==> src/rtl/ceij_pkg.sv <==
// ----------------------------------------------------------------------------
// ceij_pkg
// shared types and constants for the cubic edge invertibility check
// ----------------------------------------------------------------------------
package ceij_pkg;

  localparam int CEIJ_COORD_BITS = 24;
  localparam int CEIJ_TOL_BITS   = 24;
  localparam int CEIJ_LIMB       = 32;

  // decision codes
  localparam logic [2:0] CASE_DEGENERATE = 3'd0;
  localparam logic [2:0] CASE_CONSTANT   = 3'd1;
  localparam logic [2:0] CASE_LINEAR     = 3'd2;
  localparam logic [2:0] CASE_NO_ROOTS   = 3'd3;
  localparam logic [2:0] CASE_ROOTS      = 3'd4;

  typedef struct packed {
    logic signed [CEIJ_COORD_BITS-1:0] end0_x;
    logic signed [CEIJ_COORD_BITS-1:0] end0_y;
    logic signed [CEIJ_COORD_BITS-1:0] end0_z;
    logic signed [CEIJ_COORD_BITS-1:0] end1_x;
    logic signed [CEIJ_COORD_BITS-1:0] end1_y;
    logic signed [CEIJ_COORD_BITS-1:0] end1_z;
    logic signed [CEIJ_COORD_BITS-1:0] inner_a_x;
    logic signed [CEIJ_COORD_BITS-1:0] inner_a_y;
    logic signed [CEIJ_COORD_BITS-1:0] inner_a_z;
    logic signed [CEIJ_COORD_BITS-1:0] inner_b_x;
    logic signed [CEIJ_COORD_BITS-1:0] inner_b_y;
    logic signed [CEIJ_COORD_BITS-1:0] inner_b_z;
  } edge_in_t;

  typedef struct packed {
    logic       invertible;
    logic [2:0] decision_case;
  } edge_out_t;

endpackage

==> src/rtl/ceij_mul.sv <==
// ----------------------------------------------------------------------------
// ceij_mul
// four-stage signed multiplier built from 32x32 limb products
// ----------------------------------------------------------------------------
module ceij_mul #(
  parameter int AW = 32,
  parameter int BW = 32
) (
  input  logic                     clk,
  input  logic                     en,
  input  logic signed [AW-1:0]     a,
  input  logic signed [BW-1:0]     b,
  output logic signed [AW+BW-1:0]  p
);
  import ceij_pkg::*;

  localparam int LA = (AW + CEIJ_LIMB - 1) / CEIJ_LIMB;
  localparam int LB = (BW + CEIJ_LIMB - 1) / CEIJ_LIMB;
  localparam int SW = (LA + LB) * CEIJ_LIMB;

  logic [AW-1:0]           a_abs;
  logic [BW-1:0]           b_abs;
  logic [LA*CEIJ_LIMB-1:0] ma;
  logic [LB*CEIJ_LIMB-1:0] mb;
  logic [2*CEIJ_LIMB-1:0]  pp [LA][LB];
  logic [SW-1:0]           acc;
  logic [AW+BW-1:0]        mag;
  logic                    neg1, neg2, neg3;

  assign a_abs = a[AW-1] ? (~a + 1'b1) : a;
  assign b_abs = b[BW-1] ? (~b + 1'b1) : b;

  always_comb begin
    acc = '0;
    for (int i = 0; i < LA; i++) begin
      for (int j = 0; j < LB; j++) begin
        acc = acc + (SW'(pp[i][j]) << ((i + j) * CEIJ_LIMB));
      end
    end
  end

  always_ff @(posedge clk) begin
    if (en) begin
      ma   <= (LA*CEIJ_LIMB)'(a_abs);
      mb   <= (LB*CEIJ_LIMB)'(b_abs);
      neg1 <= a[AW-1] ^ b[BW-1];
      for (int i = 0; i < LA; i++) begin
        for (int j = 0; j < LB; j++) begin
          pp[i][j] <= ma[i*CEIJ_LIMB +: CEIJ_LIMB] * mb[j*CEIJ_LIMB +: CEIJ_LIMB];
        end
      end
      neg2 <= neg1;
      mag  <= acc[AW+BW-1:0];
      neg3 <= neg2;
      p    <= neg3 ? $signed(~mag + 1'b1) : $signed(mag);
    end
  end

endmodule

==> config.mk <==
export PLATFORM = sky130hd
export DESIGN_NAME = ceij_mul
export DESIGN_NICKNAME = d
export VERILOG_FILES = /design/src/rtl/ceij_pkg.sv /design/src/rtl/ceij_mul.sv
export SDC_FILE = /design/constraint.sdc
export NUM_CORES = 2
export LEC_CHECK = 0
export BUFFER_PORTS_ARGS = -buffer_cell sky130_fd_sc_hd__buf_2
export CAP_MARGIN = 5
export CORE_ASPECT_RATIO = 0.5
export CORE_MARGIN = 2
export CORE_UTILIZATION = 25
export CTS_CLUSTER_DIAMETER = 100
export CTS_CLUSTER_SIZE = 20
export DETAILED_ROUTE_END_ITERATION = 8
export PLACE_DENSITY = 0.43
export SLEW_MARGIN = 20
export SYNTH_ARGS = -nofsm -noshare
export SYNTH_HDL_FRONTEND = slang
export SYNTH_SLANG_ARGS = --single-unit
export TNS_END_PERCENT = 5
==> constraint.sdc <==
create_clock -name clk -period 8.2 [get_ports clk]
set_clock_uncertainty 0.2 [all_clocks]
set_input_delay 1.64 -clock clk [delete_from_list [all_inputs] [get_ports clk]]
set_output_delay 1.64 -clock clk [all_outputs]
set_load 0.05 [all_outputs]
### Word level (Yosys, flattened, before mapping)

Memory sizes are Yosys's and may differ from the RTL's. A register that Yosys moved wholly into a read port is not among the register bits.
Cells that the tools add are included.
W data, S select, Z words.

* register bits: 131
* bits in writable memories: 64
* memories kept: 1

Memory list
* pp: words 1, bits a word 64, read ports 1, clocked after Yosys merged registers in 1, write ports 1, line ceij_mul.sv:25 `logic [2*CEIJ_LIMB-1:0] pp [LA][LB];`

* add/subtract/negate cells: 3
* $mul: 1
* mux-type cells: 5
* bitwise logic cells: 4

Operators by type and width (count)
* $add A32 B1 Y32 const B: 2
* $add A64 B1 Y64 const B: 1
* $mul A32 B32 Y64: 1
* $mux W64: 1
* $not A32 Y32: 2
* $not A64 Y64: 1
* $mux W31: 2
* $mux W1: 2
* $xor A1 B1 Y1: 1

### Depth between registers and ports, before layout

* depth after elaboration: 3
* gate-level depth with buffers: 28
* gate-level depth less buffers: 26

### Least setup slack after synthesis

OpenSTA, ideal clock, no wires.

* kind: reg-to-reg
* start point: register ma[10]
* end point: memory pp[0][62] (netlist name) (data pin)
* data arrival time: 7.216 ns
* required time: 7.736 ns
* path slack: 0.521 ns
* cell stages (with the launch flop): 27
* buffers on the path: 2
* period minus slack after synthesis: 7.679 ns
* cell sequence: edfxtp_1 > clkbuf_1 > and2_1 > fa_1 > inv_1 > fa_1 > inv_1 > fa_1 > inv_1 > fa_1 > inv_1 > fa_1 > fa_1 > fa_1 > fa_1 > ha_1 > clkbuf_1 > and4_1 > nor2b_1 > a221o_1 > a21o_1 > a22oi_1 > nand3_1 > a21oi_1 > o221ai_1 > a221oi_1 > xnor2_1

* longest elaborated chain between the ends: 1

Ends and longest elaborated chain
* start: declaration: line ceij_mul.sv:23 `logic [LA*CEIJ_LIMB-1:0] ma;`
* start signal: assignment: line ceij_mul.sv:44 `ma <= (LA*CEIJ_LIMB)'(a_abs);`
* $mul A32 B32 Y64: line ceij_mul.sv:49 `pp[i][j] <= ma[i*CEIJ_LIMB +: CEIJ_LIMB] * mb[j*CEIJ_LIMB +: CEIJ_LIMB];`
* end: declaration: line ceij_mul.sv:25

Every way passes these cells.

### Worst setup path after layout

* start point: register ma[15]
* end point: memory pp[0][61] (netlist name) (data pin)

Same word-level chain as after synthesis.

==> flow_summary.json <==
{
  "status": "finished clean",
  "initial_core_util_pct": 25.16,
  "rsz0062_at_grt": "yes",
  "yosys_most_used_dff": "edfxtp_1",
  "synth-seq-area-share_pct": 17.83,
  "wl_per_cell_um": 19.24,
  "cp-start-kind": "register",
  "holdCritPathClass": "reg -> reg",
  "holdBufCountCts": 0,
  "reg2reg_from": "ma[15]",
  "synthTopCellsByArea": "fa_1 (41%), edfxtp_1 (18%), and2_1 (9.0%), ha_1 (7.6%), inv_1 (7.5%)",
  "hp-start": "pp[0][29]",
  "drive_gt1_share_pct": 9.526,
  "synth_nets": 5540,
  "cts_root_buf": "clkbuf_16",
  "cp.arrival_ps": 8090,
  "grt_pass1_vias": 32216,
  "r2r_setup_slack_ps": 210,
  "synth_area_um2": 43620,
  "gp_congestion": 0.8376,
  "cts-htree-levels": 1,
  "grt_max_degree": 177,
  "cts_buffer_depth": 3,
  "setup_violations": 0,
  "nets": 5653,
  "ant_nets": 0,
  "yosys_warnings": 0,
  "num_rows": 108,
  "critPathLaunch": "ma[15]",
  "cts_tree": "done",
  "synth_top_area_share_pct": 41.12,
  "clock-sinks": 259,
  "fin_crit_sh_pct": 97.46,
  "path_clk_slew_ps": 90,
  "cap_violations": 0,
  "synth_enable_flop_cells": 259,
  "slew_violations": 0,
  "synth.largest_area_cell": "fa_1",
  "r2r-end": "pp[0][61]",
  "async_flop_share_pct": 0,
  "rr_worst_depth": 25,
  "synth-seq-cells": 259,
  "die_y_um": 299.4,
  "grt_use_total_pct": 14.71,
  "dr.pass1.iters": 5,
  "cp-endpoint": "pp[0][61]",
  "place.port_buffers": 129,
  "whs_ps": 186.6,
  "synth_commonest_cells": "fa_1 (896), inv_1 (869), and2_1 (627)",
  "dp_hpwl_um": 108600,
  "totalWireLength_um": 129800,
  "cp-end-kind": "register",
  "numCtsBuffers": 19,
  "yosysMostFrequentCell": "fa_1",
  "viasPerCell": 4.354,
  "drc_errors": 0,
  "grt_pass1_wl_um": 201200,
  "clkLatencyLatePin_ps": 600,
  "crit_type": "reg -> reg",
  "grt_antenna_before_repair": 21,
  "syn_inst": 4312,
  "slew-limit-headroom_pct": 32.36,
  "syn_to_final_growth_pct": 12.61,
  "cp_data_required_time_ps": 8300,
  "grt_overflow": 0,
  "drt_iter0_drc": 1696,
  "min_period_ps": 7992,
  "worstMarginPinSlew_ps": 1015,
  "timing.fmax_mhz": 125.1,
  "fp.dieArea_um2": 178100,
  "hold_viol_final": 0,
  "crit_fanout": 18,
  "vias": 29365,
  "post_synth_num_cell_types": 64,
  "core-area_um2": 173400,
  "die_w_um": 594.8,
  "syn_area_per_cell_um2": 10.12,
  "io_pins": 130
}
==> state kept, by name (all words and copies together), names as in the netlist <==
signal and count:
mag 64, p 64, pp 64, ma 32, mb 32, neg1 1
neg2 1, neg3 1
==> final cells by class <==
cell class | instances | area (um2)
inverter | 869 | 3262
fill | 18160 | 124200
clock inverter | 7 | 80.08
sequential | 259 | 7777
tap | 2310 | 2890
multi-input combinational | 2948 | 31930
antenna | 5 | 12.51
timing repair buffer | 328 | 2693
clock buffer | 19 | 475.5
==> critical path, stage by stage (launching register included) <==
cell	delay [ps]
edfxtp_1	420
buf_12	180
buf_4	210
and2_1	190
fa_1	560
inv_1	60
fa_1	520
inv_1	50
fa_1	480
fa_2	620
fa_1	430
fa_1	460
fa_1	590
fa_1	470
ha_1	310
buf_4	160
nand2_1	90
o21ai_1	110
a21o_1	200
o2bb2ai_1	130
a311o_1	290
nand2_2	140
o2111ai_4	160
a311o_1	410
a21oi_2	160
xnor2_1	70
==> per-stage QoR <==
step	area [um2]	setup WS, ps	utilization (%)	std cells	TNS [ps]
floorplan	43620	520.5	-	4312	0
detailed placement	47910	-99.12	27.63	6683	-240.7
finish	49120	208.0	28.33	6745	0
global placement	47910	-107.3	27.63	6683	-180.2
global route	49120	-17.47	28.33	6744	-26.14
CTS	48610	-17.19	28.04	6718	-17.19
==> timing repair <==
| item | CTS | global route |
|---|---|---|
| pin swaps | 0 | 20 |
| resized for setup | 6 | 59 |
| gates cloned | 0 | 1 |
| hold endpoints to repair | 0 | 0 |
| setup endpoints to repair | 11 | 15 |
| setup buffers | 9 | 21 |
==> routing by layer <==
metal  wire (um)  GRT usage (%)  share of wire, %  vias to the layer above
li1            -              -                 -                    13250
met1       64380          22.05                50                    15315
met2       55390          22.08                43                      666
met3        8033          3.050               6.2                      110
met4        1841          2.123               1.4                       24
met5         141              0              0.11                        -
==> cell families after synthesis <==
family	Yosys count	share of synthesized area, %
compound gates	307	4.529
xor+xnor	185	3.714
fa+ha+maj	1162	48.75
buf+inv	1105	9.514
flops	259	17.83
simple gates	1294	15.67
==> cells in the final DEF (no fill, tap or decap), types with 7 or more instances in the layout <==
master,n
buf_6,10
ha_1,261
clkbuf_16,20
fa_1,887
or4_1,15
nand3_1,9
o31ai_1,31
xnor2_1,142
nand2_1,493
buf_2,128
buf_4,149
o21ai_0,77
o41ai_1,15
edfxtp_1,259
and3_1,7
inv_1,869
buf_12,39
a21o_1,30
nand2b_1,10
nand4_1,23
and2_1,627
or3_1,20
nor3_1,8
a21oi_1,71
xor2_1,40
nor2b_1,8
o21bai_1,13
nor2_1,38
fa_2,9
a21oi_2,9
==> worst min-delay path by stage <==
stage | end | depth (start not counted)
after floorplan | mag[0] | 0
after global placement | mag[55] | 0
after detailed placement | mag[25] | 0
after CTS | mag[29] | 0
after global routing | mag[29] | 0
final | mag[29] | 0
Power is left out: the tool's default activity adds up to more than one toggle a clock period on the data nets, which glitch-free logic cannot reach.
